--- src/rtl/core/npcf_pkg.sv ---
// Shared types, widths and helpers for the neighbour pair cutoff filter.
// No dependencies; imported by every module in rtl/core.
package npcf_pkg;

    localparam int COORD_BITS = 24;
    localparam int NUM_KINDS  = 2;

    localparam int LEN_W      = 24;
    localparam int REACH_W    = 48;
    localparam int TAG_W      = 24;
    localparam int INDEX_W    = 24;
    localparam int CFG_DATA_W = 48;
    localparam int CFG_IDX_W  = 3;
    localparam int DIMS_W     = 2;

    localparam int DIFF_W   = COORD_BITS + 1;
    localparam int FOLD_W   = ((DIFF_W > LEN_W + 1) ? DIFF_W : LEN_W + 1) + 2;
    localparam int SQ_IN_W  = 26;
    localparam int MAG_W    = (FOLD_W - 1 > SQ_IN_W + 1) ? FOLD_W - 1 : SQ_IN_W + 1;
    localparam int SQ_W     = 2 * SQ_IN_W + 1;
    localparam int RR_W     = SQ_W + 2;
    localparam int LANE_LAT = 4;

    localparam logic [SQ_W-1:0]   SQ_CAP   = {1'b1, {(2 * SQ_IN_W){1'b0}}};
    localparam logic              KIND_MAX = 1'(NUM_KINDS - 1);
    localparam logic [DIMS_W-1:0] DIMS_2D  = 2'd2;

    typedef enum logic [CFG_IDX_W-1:0] {
        REG_BOX_X    = 3'd0,
        REG_BOX_Y    = 3'd1,
        REG_BOX_Z    = 3'd2,
        REG_REACH_AA = 3'd3,
        REG_REACH_AB = 3'd4,
        REG_REACH_BB = 3'd5,
        REG_DIMS     = 3'd6
    } reg_idx_t;

    typedef enum logic [1:0] {
        REACH_AA,
        REACH_AB,
        REACH_BB
    } reach_sel_t;

    typedef struct packed {
        logic signed [COORD_BITS-1:0] owner_x;
        logic signed [COORD_BITS-1:0] owner_y;
        logic signed [COORD_BITS-1:0] owner_z;
        logic signed [COORD_BITS-1:0] partner_x;
        logic signed [COORD_BITS-1:0] partner_y;
        logic signed [COORD_BITS-1:0] partner_z;
        logic                         owner_kind;
        logic                         partner_kind;
        logic [TAG_W-1:0]             owner_tag;
        logic [TAG_W-1:0]             partner_tag;
        logic                         home_cell;
        logic [INDEX_W-1:0]           partner_index;
    } pair_req_t;

    typedef struct packed {
        logic [INDEX_W-1:0] neighbour_index;
        logic [REACH_W-1:0] distance_sq;
    } pair_res_t;

    typedef struct packed {
        logic [LEN_W-1:0]   box_len_x;
        logic [LEN_W-1:0]   box_len_y;
        logic [LEN_W-1:0]   box_len_z;
        logic [REACH_W-1:0] reach_sq_aa;
        logic [REACH_W-1:0] reach_sq_ab;
        logic [REACH_W-1:0] reach_sq_bb;
        logic [DIMS_W-1:0]  dims;
    } cfg_t;

    function automatic logic eff_kind(input logic k);
        return (k > KIND_MAX) ? KIND_MAX : k;
    endfunction

endpackage

--- src/rtl/core/npcf_axis.sv ---
// One axis lane: difference, minimum-image fold, magnitude, saturating square.
// Four register stages. Depends on npcf_pkg.
module npcf_axis
    import npcf_pkg::*;
(
    input  logic                         clk,
    input  logic signed [COORD_BITS-1:0] owner_pos,
    input  logic signed [COORD_BITS-1:0] partner_pos,
    input  logic [LEN_W-1:0]             box_len,
    output logic [SQ_W-1:0]              sq
);

    logic signed [DIFF_W-1:0] diff_reg;
    logic signed [DIFF_W-1:0] diff_next;
    logic signed [FOLD_W-1:0] fold_reg;
    logic signed [FOLD_W-1:0] fold_next;
    logic [SQ_IN_W-1:0]       mag_reg;
    logic [SQ_IN_W-1:0]       mag_next;
    logic                     sat_reg;
    logic                     sat_next;
    logic [SQ_W-1:0]          sq_reg;
    logic [SQ_W-1:0]          sq_next;

    logic signed [FOLD_W-1:0] d_ext;
    logic signed [FOLD_W-1:0] d_dbl;
    logic signed [FOLD_W-1:0] len_s;
    logic signed [FOLD_W-1:0] abs_val;
    logic [MAG_W-1:0]         mag_full;
    logic [2*SQ_IN_W-1:0]     prod;

    assign diff_next = DIFF_W'(owner_pos) - DIFF_W'(partner_pos);

    always_comb
    begin
        d_ext = FOLD_W'(diff_reg);
        d_dbl = d_ext <<< 1;
        len_s = signed'(FOLD_W'(box_len));
        if (d_dbl > len_s)
            fold_next = d_ext - len_s;
        else if (d_dbl < -len_s)
            fold_next = d_ext + len_s;
        else
            fold_next = d_ext;
    end

    always_comb
    begin
        abs_val  = (fold_reg < 0) ? -fold_reg : fold_reg;
        mag_full = MAG_W'(unsigned'(abs_val[FOLD_W-2:0]));
        sat_next = |mag_full[MAG_W-1:SQ_IN_W];
        mag_next = mag_full[SQ_IN_W-1:0];
    end

    assign prod    = mag_reg * mag_reg;
    assign sq_next = sat_reg ? SQ_CAP : {1'b0, prod};

    always_ff @(posedge clk)
    begin
        diff_reg <= diff_next;
        fold_reg <= fold_next;
        mag_reg  <= mag_next;
        sat_reg  <= sat_next;
        sq_reg   <= sq_next;
    end

    assign sq = sq_reg;

endmodule

--- config.mk ---
export PLATFORM = sky130hd
export DESIGN_NAME = npcf_axis
export DESIGN_NICKNAME = d
export VERILOG_FILES = /design/src/rtl/core/npcf_pkg.sv /design/src/rtl/core/npcf_axis.sv
export SDC_FILE = /design/constraint.sdc
export NUM_CORES = 2
export LEC_CHECK = 0
export BUFFER_PORTS_ARGS = -buffer_cell sky130_fd_sc_hd__buf_2
export CAP_MARGIN = 30
export CORE_MARGIN = 2
export CORE_UTILIZATION = 45
export DETAILED_ROUTE_END_ITERATION = 8
export GPL_TIMING_DRIVEN = 0
export SYNTH_ARGS = -nofsm -noshare
export SYNTH_HDL_FRONTEND = slang
export SYNTH_SLANG_ARGS = --single-unit
export TNS_END_PERCENT = 50
--- constraint.sdc ---
create_clock -name clk -period 9.3 [get_ports clk]
set_input_delay 2.79 -clock clk [delete_from_list [all_inputs] [get_ports clk]]
set_output_delay 2.79 -clock clk [all_outputs]
set_load 0.02 [all_outputs]
# Word-level counts from Yosys, hierarchy flattened

Index checks and enable logic that the tools add are counted.

Register bits: 130
Bits of input ports: 73
Word-level logic and storage cells: 16

Add/subtract/negate cells: 5
Multiply operators: 1
$lt $le $gt $ge: 3
Multiplexer cells: 3

Operators with widths:

| cell                                                         | count |
|---|---|
| 2-to-1 mux 27 bit                                            | 2 |
| multiplier 26 x 26 -> 52 bit                                 | 1 |
| less-than comparator 26 x 27 -> 1 bit                        | 1 |
| less-than comparator 27 x 1 -> 1 bit (second input constant) | 1 |
| negation 24 -> 27 bit                                        | 1 |
| adder 25 x 25 -> 26 bit                                      | 1 |
| greater-than comparator 26 x 25 -> 1 bit                     | 1 |
| 2-to-1 mux 26 bit                                            | 1 |
| negation 26 bit                                              | 1 |
| subtractor 25 x 25 -> 26 bit                                 | 1 |
| subtractor 24 x 24 -> 25 bit                                 | 1 |

# Longest topological paths before layout

Word-level depth: 4
Mapped depth: 28
Mapped depth without buffers: 26

# Worst setup path before layout

No wires, ideal clock.

Path kind: register to register
Start: register mag_reg[3]
End: register sq_reg[43], in the netlist sq[43]
Library setup time: 125 ps
Data arrival time: 6,645 ps
Data required time: 9,175 ps
Slack: 2,529 ps
Cell stages (with the launch flop): 27
Buffers on the path: 3
Clock period less this slack: 6,771 ps
Cell sequence: dfxtp_1 -> clkbuf_1 -> clkbuf_1 -> nand2_1 -> fa_1 -> inv_1 -> fa_1 -> inv_1 -> fa_1 -> fa_1 -> inv_1 -> fa_1 -> fa_1 -> inv_1 -> fa_1 -> inv_1 -> ha_1 -> buf_2 -> a21o_1 -> a211oi_1 -> a21boi_0 -> a21oi_1 -> o21ai_2 -> o21ai_1 -> o21ai_0 -> a31oi_1 -> xnor2_1

Longest elaborated chain between the ends: 1

RTL lines:

| what                         | line            | RTL |
|---|---|---|
| start: declaration           | npcf_axis.sv:17 | `logic [SQ_IN_W-1:0] mag_reg;` |
| start signal: assignment     | npcf_axis.sv:61 | `mag_reg <= mag_next;` |
| multiplier 26 x 26 -> 52 bit | npcf_axis.sv:54 | `assign prod = mag_reg * mag_reg;` |
| named net prod[43]           | npcf_axis.sv:29 | `logic [2*SQ_IN_W-1:0] prod;` |
| end signal: assignment       | npcf_axis.sv:63 | `sq_reg <= sq_next;` |
| end: declaration             | npcf_axis.sv:21 | `logic [SQ_W-1:0] sq_reg;` |

The timed path passes the listed nets, and every way through them passes these cells.

# Final worst setup path

Same ends and word-level chain as after synthesis.

==> run summary <==
Total track usage: 24.4%
Global route total overflow: 0
Max Fclk: 0.114 GHz
Layout Skew: 0.0140 ns
Final HPWL DP: 62300 µm
Synth warn: 0
Final Util: 49.4%
Drc violations: 0
Wire length on met2: 34000 µm
Worst-path clk slew: 0.06 ns
Sink Count: 128
Cells after synthesis: 3177
IO Port Bufs: 123
Antenna diodes: 0
Register area: 2560 µm²
Number of global-route vias before repair: 22.5k
Starting density of the core: 45.7%
Placed Area: 30000 µm²
Latest clock arrival within the worst-skew pair: 0.49 ns
Post-synth ARST share: 0%
Top sig layer: met4
Fin area: 30600 µm²
Main combinational cell family by area after synthesis: adder cells
Final ANT Viol Nets: 0
Mux cell area share after synthesis: 0.181%
Max Slew Vio Count: 0
DR iter-0 viols: 1257
Placer Congestion: 0.994
Setup violations, final: 0
Adder-cell share of the synthesized area: 50.6%
Pin count of the biggest net entering global routing: 17
Syn avg cell area: 8.92 µm²
Synthesized area: 28300 µm²
Fin Setup TNS: 0 ns
XOR/XNOR share of the synthesized area: 3.65%
Wire length on met1: 33300 µm
Compound-Gate Fraction of Synth Area: 11.4%
Hold_buf cts: 0
Largest register FFs: 51
Final-report hold violation count: 0
Post-cts resize count: 0
Die ar.: 65000 µm²
Met3 wire len: 4570 µm
Worst-path maximum fanout: 10
Die H: 255 µm
Status: finished, final reports clean
CP Capture Type: flip-flop
Row count: 91
Most common cell after layout, fill and taps aside: inv_1
Placed cells: 4138
CTS H-tree lvls: 4
Tcrit/Tclk final: 94.6%
Hold Path Class: reg -> reg
Routed vias: 21.4k
Worst EP arrival: 9.15 ns
Post-CTS Setup Bufs: 0
Post-synth EDFFs: 0
Dominant synthesized flop cell: dfxtp_1
Simple-Gate Fraction of Synth Area: 13.2%
RSZ-0062 raised after global routing: no
Worst slew pin tran: 0.989 ns
Commonest cells after routing, fill and taps aside: inv_1 (789), fa_1 (517), ha_1 (319), nand2_1 (249), and2_1 (151)
DRT Pass-1 Iters: 5
Crit path time final: 8.80 ns
Core area: 61900 µm²
Yosys reg bits: 128
Final cell count without fillers: 4170
Die width: 255 µm
Via density: 5.14
Initial antenna violation count: 0
CTS buffer count: 17
Sequential area share after synthesis: 9.05%
Share of layout cells above drive strength 1: 6.90%
Deepest clock path buffer count: 2
Worst endpoint required time: 9.65 ns
WL final: 74400 µm
Max-Cap Viols: 0
Nets@finish: 4229
Fillers: 6112
Setup CP Type: reg -> reg
Area Overhead vs Synth: 7.95%
Ports: 126
Post-synthesis cell type count: 100
TritonCTS clock tree: yes
First-pass GRT wire length: 121000 µm
Root buffer cell: clkbuf_16
Area of the multi-input gates: 22400 µm²
Max-slew headroom: 34.1%
Crit path launch type: flip-flop
Avg WL per Cell: 17.8 µm
## layout make-up
cell class	count	share of cell area, %
sequential	128	8.38
tap	837	3.42
multi-input combinational	2162	73.2
clock inverter	14	0.511
inverter	791	9.71
clock buffer	18	1.40
timing repair buffer	123	2.01
buffer	97	1.33
## final timing paths
check | cells after the start | from | endpoint | slack [ns]
hold reg to reg | 0 | fold_reg[0]$_DFF_P_ | mag_reg[0]$_DFF_P_ | 0.38
hold / removal | 0 | fold_reg[0]$_DFF_P_ | mag_reg[0]$_DFF_P_ | 0.38
setup / recovery | 26 | mag_reg[3]$_DFF_P_ | sq[43]$_DFF_P_ | 0.50
setup reg to reg | 26 | mag_reg[3]$_DFF_P_ | sq[43]$_DFF_P_ | 0.50
## stage by stage
stage               hold slack, ns  setup slack, ns
global placement             0.383            0.555
detailed placement           0.384            0.562
finish                       0.382            0.501
floorplan                    0.351             2.53
global route                 0.409            0.135
CTS                          0.393            0.543
## kinds of logic (layout without fill, tap and decap cells)
group | Yosys count | count (layout)
AO/OA/AOI/OAI | 466 | 466
XOR/XNOR | 118 | 118
adder cells (fa/ha/maj) | 836 | 836
buffers and inverters | 888 | 1043
flip-flops | 128 | 128
multiplexers | 4 | 4
other | 1 | 2
AND/OR/NAND/NOR | 736 | 736
## worst max-delay path: stages, from the launching register on
cell,delay (ns)
dfxtp_1,0.57
clkbuf_1,0.61
clkbuf_1,0.67
nand2_1,0.26
fa_1,0.58
inv_1,0.06
fa_1,0.53
inv_1,0.05
fa_1,0.50
fa_1,0.51
inv_1,0.07
fa_1,0.50
fa_1,0.52
inv_1,0.06
fa_1,0.47
inv_1,0.04
ha_1,0.25
buf_2,0.17
a21o_1,0.19
a211oi_1,0.46
a21boi_0,0.16
a21oi_1,0.17
o21ai_2,0.15
o21ai_1,0.42
o21ai_0,0.31
a31oi_1,0.26
xnor2_1,0.09
## cells in the mapped netlist (all sizes together), types with 13 or more instances
library cell	number	share of area (%)
nor3	47	0.89
nand4	14	0.31
and3	15	0.33
xor2	32	0.99
nor2b	27	0.60
o21a	26	0.69
a21o	56	1.5
dfxtp	128	9.0
ha	319	14
clkbuf	76	1.0
nor2	116	1.5
nor4	15	0.53
nand2	250	3.3
o31ai	16	0.44
and2	151	3.3
xnor2	86	2.7
a21oi	133	2.4
o21ai	85	1.5
o211ai	13	0.38
a31oi	13	0.34
buf	21	0.43
inv	791	10
fa	517	37
a211oi	16	0.49
or3	13	0.29
nand2b	16	0.35
o21bai	19	0.50
nand3	36	0.64
## routing by layer
metal | vias up | GRT usage, %
met4 | 0 | 8.40
met5 | - | 0
met3 | 147 | 3.62
met1 | 10400 | 33.0
met2 | 668 | 40.0
li1 | 10200 | -
Power is left out: the tool's default activity adds up to more than one toggle a clock period on the data nets, which glitch-free logic cannot reach.
