===== config.mk =====
export PLATFORM = sky130hd
export DESIGN_NAME = npcf_cfg
export DESIGN_NICKNAME = d
export VERILOG_FILES = /design/src/rtl/core/npcf_pkg.sv /design/src/rtl/core/npcf_cfg.sv
export SDC_FILE = /design/constraint.sdc
export NUM_CORES = 1
export LEC_CHECK = 0
export BUFFER_PORTS_ARGS = -buffer_cell sky130_fd_sc_hd__buf_4
export CAP_MARGIN = 10
export CORE_AREA = 2 2 128 130
export DETAILED_ROUTE_END_ITERATION = 8
export DIE_AREA = 0 0 130 132
export PLACE_DENSITY = 0.89
export SYNTH_ARGS = -nofsm -noshare
export SYNTH_HDL_FRONTEND = slang
export SYNTH_SLANG_ARGS = --single-unit

===== constraint.sdc =====
create_clock -name clk -period 1.6 [get_ports clk]
set_clock_uncertainty 0.2 [all_clocks]
set_input_delay 0.08 -clock clk [delete_from_list [all_inputs] [get_ports clk]]
set_output_delay 0.08 -clock clk [all_outputs]
set_load 0.05 [all_outputs]

===== src/rtl/core/npcf_pkg.sv =====
// Shared types, widths and helpers for the neighbour pair cutoff filter.
// No dependencies; imported by every module in rtl/core.
package npcf_pkg;

    localparam int COORD_BITS = 24;
    localparam int NUM_KINDS  = 2;

    localparam int LEN_W      = 24;
    localparam int REACH_W    = 48;
    localparam int TAG_W      = 24;
    localparam int INDEX_W    = 24;
    localparam int CFG_DATA_W = 48;
    localparam int CFG_IDX_W  = 3;
    localparam int DIMS_W     = 2;

    localparam int DIFF_W   = COORD_BITS + 1;
    localparam int FOLD_W   = ((DIFF_W > LEN_W + 1) ? DIFF_W : LEN_W + 1) + 2;
    localparam int SQ_IN_W  = 26;
    localparam int MAG_W    = (FOLD_W - 1 > SQ_IN_W + 1) ? FOLD_W - 1 : SQ_IN_W + 1;
    localparam int SQ_W     = 2 * SQ_IN_W + 1;
    localparam int RR_W     = SQ_W + 2;
    localparam int LANE_LAT = 4;

    localparam logic [SQ_W-1:0]   SQ_CAP   = {1'b1, {(2 * SQ_IN_W){1'b0}}};
    localparam logic              KIND_MAX = 1'(NUM_KINDS - 1);
    localparam logic [DIMS_W-1:0] DIMS_2D  = 2'd2;

    typedef enum logic [CFG_IDX_W-1:0] {
        REG_BOX_X    = 3'd0,
        REG_BOX_Y    = 3'd1,
        REG_BOX_Z    = 3'd2,
        REG_REACH_AA = 3'd3,
        REG_REACH_AB = 3'd4,
        REG_REACH_BB = 3'd5,
        REG_DIMS     = 3'd6
    } reg_idx_t;

    typedef enum logic [1:0] {
        REACH_AA,
        REACH_AB,
        REACH_BB
    } reach_sel_t;

    typedef struct packed {
        logic signed [COORD_BITS-1:0] owner_x;
        logic signed [COORD_BITS-1:0] owner_y;
        logic signed [COORD_BITS-1:0] owner_z;
        logic signed [COORD_BITS-1:0] partner_x;
        logic signed [COORD_BITS-1:0] partner_y;
        logic signed [COORD_BITS-1:0] partner_z;
        logic                         owner_kind;
        logic                         partner_kind;
        logic [TAG_W-1:0]             owner_tag;
        logic [TAG_W-1:0]             partner_tag;
        logic                         home_cell;
        logic [INDEX_W-1:0]           partner_index;
    } pair_req_t;

    typedef struct packed {
        logic [INDEX_W-1:0] neighbour_index;
        logic [REACH_W-1:0] distance_sq;
    } pair_res_t;

    typedef struct packed {
        logic [LEN_W-1:0]   box_len_x;
        logic [LEN_W-1:0]   box_len_y;
        logic [LEN_W-1:0]   box_len_z;
        logic [REACH_W-1:0] reach_sq_aa;
        logic [REACH_W-1:0] reach_sq_ab;
        logic [REACH_W-1:0] reach_sq_bb;
        logic [DIMS_W-1:0]  dims;
    } cfg_t;

    function automatic logic eff_kind(input logic k);
        return (k > KIND_MAX) ? KIND_MAX : k;
    endfunction

endpackage


===== src/rtl/core/npcf_cfg.sv =====
// Configuration register file: box edges, squared reach per kind pair, dimension.
// Depends on npcf_pkg.
module npcf_cfg
    import npcf_pkg::*;
(
    input  logic                  clk,
    input  logic                  rst_n,
    input  logic                  wr_en,
    input  logic [CFG_IDX_W-1:0]  wr_index,
    input  logic [CFG_DATA_W-1:0] wr_data,
    output cfg_t                  cfg
);

    cfg_t cfg_reg;
    cfg_t cfg_next;

    always_comb
    begin
        cfg_next = cfg_reg;
        if (wr_en)
        begin
            unique case (wr_index)
                REG_BOX_X:    cfg_next.box_len_x   = wr_data[LEN_W-1:0];
                REG_BOX_Y:    cfg_next.box_len_y   = wr_data[LEN_W-1:0];
                REG_BOX_Z:    cfg_next.box_len_z   = wr_data[LEN_W-1:0];
                REG_REACH_AA: cfg_next.reach_sq_aa = wr_data[REACH_W-1:0];
                REG_REACH_AB: cfg_next.reach_sq_ab = wr_data[REACH_W-1:0];
                REG_REACH_BB: cfg_next.reach_sq_bb = wr_data[REACH_W-1:0];
                REG_DIMS:     cfg_next.dims        = wr_data[DIMS_W-1:0];
                default:      cfg_next = cfg_reg;
            endcase
        end
    end

    always_ff @(posedge clk or negedge rst_n)
    begin
        if (!rst_n)
        begin
            cfg_reg.box_len_x   <= '1;
            cfg_reg.box_len_y   <= '1;
            cfg_reg.box_len_z   <= '1;
            cfg_reg.reach_sq_aa <= '0;
            cfg_reg.reach_sq_ab <= '0;
            cfg_reg.reach_sq_bb <= '0;
            cfg_reg.dims        <= 2'd3;
        end
        else
        begin
            cfg_reg <= cfg_next;
        end
    end

    assign cfg = cfg_reg;

endmodule


# Word level (Yosys, flattened, before mapping)
# Cells that the tools add are included.
[word_totals]
wordCells = 21
register_bits = 218
[op_classes]
reduce_logical = 8
eq_ne = 6
[ops]
columns = ["operator", "n"]
rows = [
  ["$reduce_and 2->1", 7],
  ["$eq 3x3->1 const B", 3],
  ["$eq 3x2->1 const B", 2],
  ["$eq 3x1->1 const B", 1],
  ["$logic_not 3->1", 1],
]

# Logic depth before layout (Yosys ltp)
# Gate-level depths: netlist of the first run.
[depth]
ltp_word = 2
ltp_mapped = 4
depth_no_buf = 2

# Worst setup path before layout of the first run
# No wires, ideal clock.
[synth_path]
path_type = "input-to-reg"
startpoint = "in wr_index[0]"
endpoint = "reg cfg_reg (netlist bit cfg[207])"
path_buffers = 1
setup_slack_ns = 0.288
setup_ns = 0.082
cell_stages = 3
required_ns = 1.318
arrival_ns = 1.029
path_cell_list = "nor4b_4 > buf_4 > mux2_2"
[synth_between]
elab_chain_len = 2
[synth_rtl]
columns = ["item", "line", "rtl"]
rows = [
  ["start, declared", "npcf_cfg.sv:9", "input logic [CFG_IDX_W-1:0] wr_index,"],
  ["$logic_not 3->1", "npcf_cfg.sv:22", "unique case (wr_index)"],
  ["$reduce_and 2->1 (no line)", "n/a", ""],
  ["end signal, assigned", "npcf_cfg.sv:49", "cfg_reg <= cfg_next;"],
  ["end, declared", "npcf_cfg.sv:14", "cfg_t cfg_reg;"],
]
# Every way passes these cells.
# A chain may end at the register's enable or synchronous reset.

# Worst setup path after layout of the first run
[layout_path]
startpoint = "in wr_index[1]"
endpoint = "reg cfg_reg (netlist bit cfg[55])"
[layout_between]
elab_chain_len = 2
[layout_rtl]
columns = ["item", "line"]
rows = [
  ["$eq 3x3->1", "npcf_cfg.sv:22"],
  ["$reduce_and 2->1 (no line)", "n/a"],
]
# Every way passes these cells.

==> reports/qor.csv, run 1 <==
stage,metric,value,unit
status,outcome,finished clean,
timing,worst setup margin,0.0258,ns
floorplanning,Die Span Y,132,microns
logic_synthesis,number of distinct library cells after synthesis,12,
placed_design,gpl congestion,0.793,
grt,global route overflow,0,
timing,fin crit period,1.57,ns
setup_path,CP endpoint kind,flip-flop,
timing,setup_tns,0,ns
logic_synthesis,Mapped Area,8370,sq um
power_and_ir_drop,Leakage,5.55,nW
timing,RSZ-0062 raised after global routing,false,
placed_design,HPWL after DPL,14600,microns
placed_design,dpl cells,945,
floorplanning,die area,17200,sq um
power_and_ir_drop,sw power,8.57,mW
setup_path,"Max FO, Critical Path",24,
final_layout,fin nets,862,
power_and_ir_drop,Switching Fraction,0.401,
power_and_ir_drop,combinational share of power,0.394,
setup_path,Worst path slowest cell,dlygate4sd3_1,
final_layout,Final Util,0.768,
power_and_ir_drop,clock share of power,0.241,
drt,via count of the routed design,5425,
floorplanning,Row Count,46,
clocking,Num CTS Buffers,22,
clocking,CTS Buffer Depth,3,
final_layout,Layout area overhead,44.2,%
clocking,H-tree lvl count,1,
logic_synthesis,Post-Synthesis Cells,466,
drt,DRT iter0 DRCs,247,
final_layout,share of cells above drive strength 1,0.698,
setup_path,Crit Path Class,in -> reg,
timing,Final setup viols,0,
grt,vias in the first global route,6192,
logic_synthesis,register area share after synthesis,0.663,
timing,final worst-path cycle share,0.984,
hold_path,type of the worst min-delay path,in -> reg,
power_and_ir_drop,Peak VDD IR,0.00117,V
drt,DRC,0,
timing,Max Slew Vio Count,0,
setup_path,CP required,1.77,ns
grt,largest net degree at the start of global routing,51,
drt,Avg WL per Cell,21.9,microns
final_layout,storage element area,5550,sq um
power_and_ir_drop,sequential share of power,0.365,
setup_path,r2r worst-path depth,1,
final_layout,ANT cells,0,
clocking,Clock Pin Slew Worst Setup and Hold Paths,0.07,ns
setup_path,Critical R2R Capture,cfg[38],
drt,1st-pass router iterations,4,
drt,DR vias/cell,5.22,
clocking,CTS root buffer,clkbuf_16,
floorplanning,core area,15700,sq um
grt,Total GRT Usage,0.263,
logic_synthesis,synthesis warning total,0,
grt,wire length of the first global-routing pass,35100,microns
logic_synthesis,Mapped Avg Cell Area,18.0,sq um
timing,Slew headroom,0.772,
timing,Tightest Pin Transition,0.342,ns
setup_path,CP cell instances,dlygate4sd3_1 > buf_6 > and4bb_4 > buf_12 > mux2_2,
timing,hold violation count in the final report,0,
final_layout,"commonest non-fill, non-tap cell in the layout",buf_4,
timing,Fmax,635,MHz
drt,final wirelength,22700,microns
clocking,"Clk Latency, worst-skew pair",0.49,ns
setup_path,crit start category,primary input,
clocking,CTS tree,done,
logic_synthesis,post-synth net total,520,
floorplanning,starting density of the core,0.532,
clocking,clock sinks,218,
placed_design,setup slack at placement,0.0843,ns
placed_design,Port Buf Inserts,271,
final_layout,number of flip-flops in the largest register,218,
final_layout,multi-input gate area in the final layout,2630,sq um
setup_path,r2r startpoint,cfg[38],
floorplanning,IO Pins,272,
power_and_ir_drop,Pint,12.8,mW
power_and_ir_drop,pwr/cell area,1770,nW/um^2
logic_synthesis,flop and latch count out of synthesis,218,
setup_path,Worst Setup SP,wr_index[1],
run,max cap viols,0,
grt,initial antenna violation count,0,
drt,Routed Antenna Nets,0,
setup_path,r2r setup slk,0.55,ns
setup_path,"Arr. time, crit path",1.75,ns
final_layout,Filler cells,824,
setup_path,Critical Path Max Stage Delay,0.57,ns
floorplanning,die width,130,microns
final_layout,Post-Layout Cell Count,1040,
setup_path,Setup crit end,cfg[55],
final_layout,most frequent cells in the layout,"271 x buf_4, 155 x mux2_2, 144 x dfrtp_1",
routing by layer:
metal  global-route usage  wire length (microns)  up-vias
li1                     -                      -     2350
met1                0.321                   8850     2791
met2                0.457                  11600      241
met3               0.0718                   1770       43
met4               0.0771                    532        0
met5                    0                      0        -
power by group through the flow:
stage	logic [mW]	clock network, mW	registers, mW
floorplan	1.18	0	12.1
global placement	8.14	0	7.73
detailed placement	8.30	0	7.83
CTS	8.43	5.23	7.78
global route	8.70	5.47	7.93
finish	8.43	5.14	7.81
layout make-up:
class,instances,area share
well taps,216,0.0224
repair buffers,341,0.239
flip-flops and latches,218,0.460
clock inverters,3,0.00124
clock buffers,37,0.0597
multi-input cells,225,0.218
cells in the mapped netlist, drive strengths merged:
master	count	area share
and4bb	3	0.0045
buf	23	0.024
dfrtp	144	0.43
dfstp	74	0.23
mux2	218	0.30
nand4b	3	0.0031
nor4b	1	0.0028
critical path: cells and delay by family:
kind          cells  cell delay (ns)
mux               1             0.37
simple gates      1             0.37
buf+inv           3             0.92
how the worst min path moves through the flow:
stage | start | end | slack, ns | depth (start not counted)
2_1_floorplan | rst_n | cfg[100] | -0.42 | 0
3_3_place_gp | rst_n | cfg[30] | -0.18 | 1
3_5_place_dp | rst_n | cfg[78] | -0.17 | 1
4_1_cts | wr_data[39] | cfg[137] | 0.15 | 3
5_1_grt | wr_data[39] | cfg[137] | 0.17 | 3
6_report | wr_data[39] | cfg[137] | 0.16 | 3
repair_timing:
item                                   4_1_cts  5_1_grt
hold buffers                                54        0
setup endpoints to repair                    0       31
endpoints found under the hold margin      436        0
resized for setup                            0        3
setup buffers                                0        1
per-stage QoR:
step	hold slack [ns]	total power, mW	area (sq um)
detailed placement	-0.174	16.1	10800
finish	0.161	21.4	12100
global route	0.170	22.1	12100
global placement	-0.181	15.9	10800
floorplan	-0.416	13.3	8370
CTS	0.150	21.4	12000
logic make-up after synthesis:
group         count (synthesis)  synth area share
flops                       218             0.663
mux                         218             0.302
buf+inv                      23            0.0241
simple gates                  7            0.0105
No activity file was read; power rests on OpenSTA's default activity.
==> inputs of run 2 (changes only) <==
==> constraint.sdc (replaced) <==
create_clock -name clk -period 2 [get_ports clk]
set_clock_uncertainty 0.2 [all_clocks]
set_input_delay 0.1 -clock clk [delete_from_list [all_inputs] [get_ports clk]]
set_output_delay 0.1 -clock clk [all_outputs]
set_load 0.05 [all_outputs]
==> run 2 against run 1 <==
The run now ends with negative hold slack left. Die area is the same. Largest power group unchanged. Utilization decreased by 0.65 points. Total power fell by 20%. Global-route usage is 0.35 points higher. Clock-buffer cell count is 3 lower. Combinational power decreased by 20%. Register-to-register slack gained 0.40 ns. Final cell count is the same. Clock power decreased by 20%. Critical endpoint is now cfg[54]. First-iteration DRC count shrank 17%. Wire length grew 0.27%.
==> reports/qor.csv, run 2 (same netlist as run 1, synthesis figures left out) <==
stage,metric,value,unit,change
power_and_ir_drop,pwr/cell area,1430,nW/um^2,was 1770 nW/um^2
grt,largest net degree at the start of global routing,60,,was 51
final_layout,Layout area overhead,43.0,%,was 44.2%
final_layout,multi-input gate area in the final layout,2620,sq um,was 2630 sq um
grt,vias in the first global route,6240,,was 6192
run,max cap viols,0,,unchanged
timing,RSZ-0062 raised after global routing,false,,unchanged
drt,DR vias/cell,5.23,,was 5.22
status,outcome,finished with violations,,was finished clean
final_layout,most frequent cells in the layout,"279 x buf_4, 157 x mux2_2, 144 x dfrtp_1",,"was 271 x buf_4, 155 x mux2_2, 144 x dfrtp_1"
clocking,CTS root buffer,clkbuf_16,,unchanged
placed_design,cell area after placement,10700,sq um,was 10800 sq um
timing,hold violation count in the final report,17,,was 0
timing,Slew headroom,0.645,,was 0.772
status,failing checks,negative hold slack,,
floorplanning,Die Span Y,132,microns,unchanged
clocking,post-CTS sizing,0,,unchanged
clocking,hold_buf cts,54,,unchanged
clocking,CTS tree,done,,unchanged
placed_design,gpl congestion,0.825,,was 0.793
floorplanning,Row Count,46,,unchanged
clocking,"Clk Latency, worst-skew pair",0.48,ns,was 0.49 ns
drt,1st-pass router iterations,4,,unchanged
drt,DRT iter0 DRCs,204,,was 247
final_layout,Filler cells,866,,was 824
setup_path,crit start category,primary input,,unchanged
setup_path,CP endpoint kind,flip-flop,,unchanged
floorplanning,starting density of the core,0.532,,unchanged
final_layout,"Design Area, Final",12000,sq um,was 12100 sq um
floorplanning,die width,130,microns,unchanged
clocking,Num CTS Buffers,22,,unchanged
final_layout,ANT cells,0,,unchanged
drt,final wirelength,22800,microns,was 22700 microns
clocking,CTS Buffer Depth,3,,unchanged
setup_path,"Max FO, Critical Path",19,,was 24
drt,via count of the routed design,5440,,was 5425
timing,Fin Hold WS,-0.0159,ns,was 0.161 ns
timing,Final setup viols,0,,unchanged
timing,Max Slew Vio Count,0,,unchanged
clocking,Clock Pin Slew Worst Setup and Hold Paths,0.06,ns,was 0.07 ns
grt,Total GRT Usage,0.267,,was 0.263
timing,Fmax,585,MHz,
floorplanning,die area,17200,sq um,unchanged
final_layout,share of cells above drive strength 1,0.697,,was 0.698
power_and_ir_drop,Leakage,5.50,nW,was 5.55 nW
timing,final worst-path cycle share,0.854,,
final_layout,storage element area,5550,sq um,unchanged
timing,fin crit period,1.71,ns,
grt,wire length of the first global-routing pass,35300,microns,was 35100 microns
final_layout,fin nets,862,,unchanged
placed_design,HPWL after DPL,14500,microns,was 14600 microns
drt,Avg WL per Cell,21.9,microns,about the same
timing,setup_tns,0,ns,unchanged
timing,Tightest Pin Transition,0.532,ns,was 0.342 ns
setup_path,CP required,2.17,ns,was 1.77 ns
final_layout,number of flip-flops in the largest register,218,,unchanged
floorplanning,core area,15700,sq um,unchanged
drt,Routed Antenna Nets,0,,unchanged
clocking,postcts setup bufs,0,,unchanged
floorplanning,IO Pins,272,,unchanged
hold_path,type of the worst min-delay path,in -> async,,was in -> reg
placed_design,Port Buf Inserts,271,,unchanged
grt,initial antenna violation count,0,,unchanged
grt,global route overflow,0,,unchanged
final_layout,"commonest non-fill, non-tap cell in the layout",buf_4,,unchanged
clocking,clock sinks,218,,unchanged
drt,DRC,0,,unchanged
clocking,H-tree lvl count,1,,unchanged
power_and_ir_drop,Peak VDD IR,0.00106,V,was 0.00117 V
setup_path,"Arr. time, crit path",1.88,ns,was 1.75 ns
setup_path,r2r setup slk,0.95,ns,was 0.55 ns
setup_path,Crit Path Class,in -> reg,,unchanged
run 2: final timing paths:
path                                 end         from  cells past startpoint
worst max register to register  cfg[125]     cfg[125]                      1
worst max-delay path             cfg[54]  wr_index[1]                      5
worst min-delay path             cfg[22]        rst_n                      2
min in group clk                cfg[137]  wr_data[39]                      3
worst min register to register   cfg[35]      cfg[35]                      1
max in group asynchronous        cfg[31]        rst_n                      3
run 2: worst max-delay path: stages:
cell           delay, ns
dlygate4sd3_1       0.54
buf_4               0.17
and4bb_4            0.36
buf_4               0.31
mux2_2              0.38
run 2: stage by stage:
stage | setup slack [ns] | power (mW) | util | cells
floorplan | 0.668 | 10.6 | - | 466
global placement | 0.383 | 12.7 | 0.680 | 946
detailed placement | 0.363 | 12.9 | 0.680 | 946
CTS | 0.320 | 17.1 | 0.761 | 1040
global route | 0.275 | 17.7 | 0.761 | 1040
finish | 0.292 | 17.1 | 0.761 | 1040
run 2: final cells by class:
cell class,count,area share
sequential,218,0.464
timing repair buffer,341,0.233
multi-input combinational,225,0.219
clock buffer,34,0.0541
tap,216,0.0226
clock inverter,6,0.00722
run 2: report_power, final:
group | leakage [nW] | total, mW | internal (mW) | switching (mW)
logic | 2.64 | 6.74 | 2.15 | 4.59
registers | 2.51 | 6.24 | 5.63 | 0.616
clock network | 0.355 | 4.13 | 2.49 | 1.64
run 2: per-layer routing:
| layer | global-route usage | up-vias | wire length (microns) | part of all wire |
|---|---|---|---|---|
| met1 | 0.321 | 2777 | 8800 | 0.39 |
| met5 | 0 | - | 0 | 0 |
| met4 | 0.0908 | 0 | 736 | 0.032 |
| li1 | - | 2350 | - | - |
| met2 | 0.463 | 253 | 11500 | 0.51 |
| met3 | 0.0686 | 60 | 1740 | 0.076 |
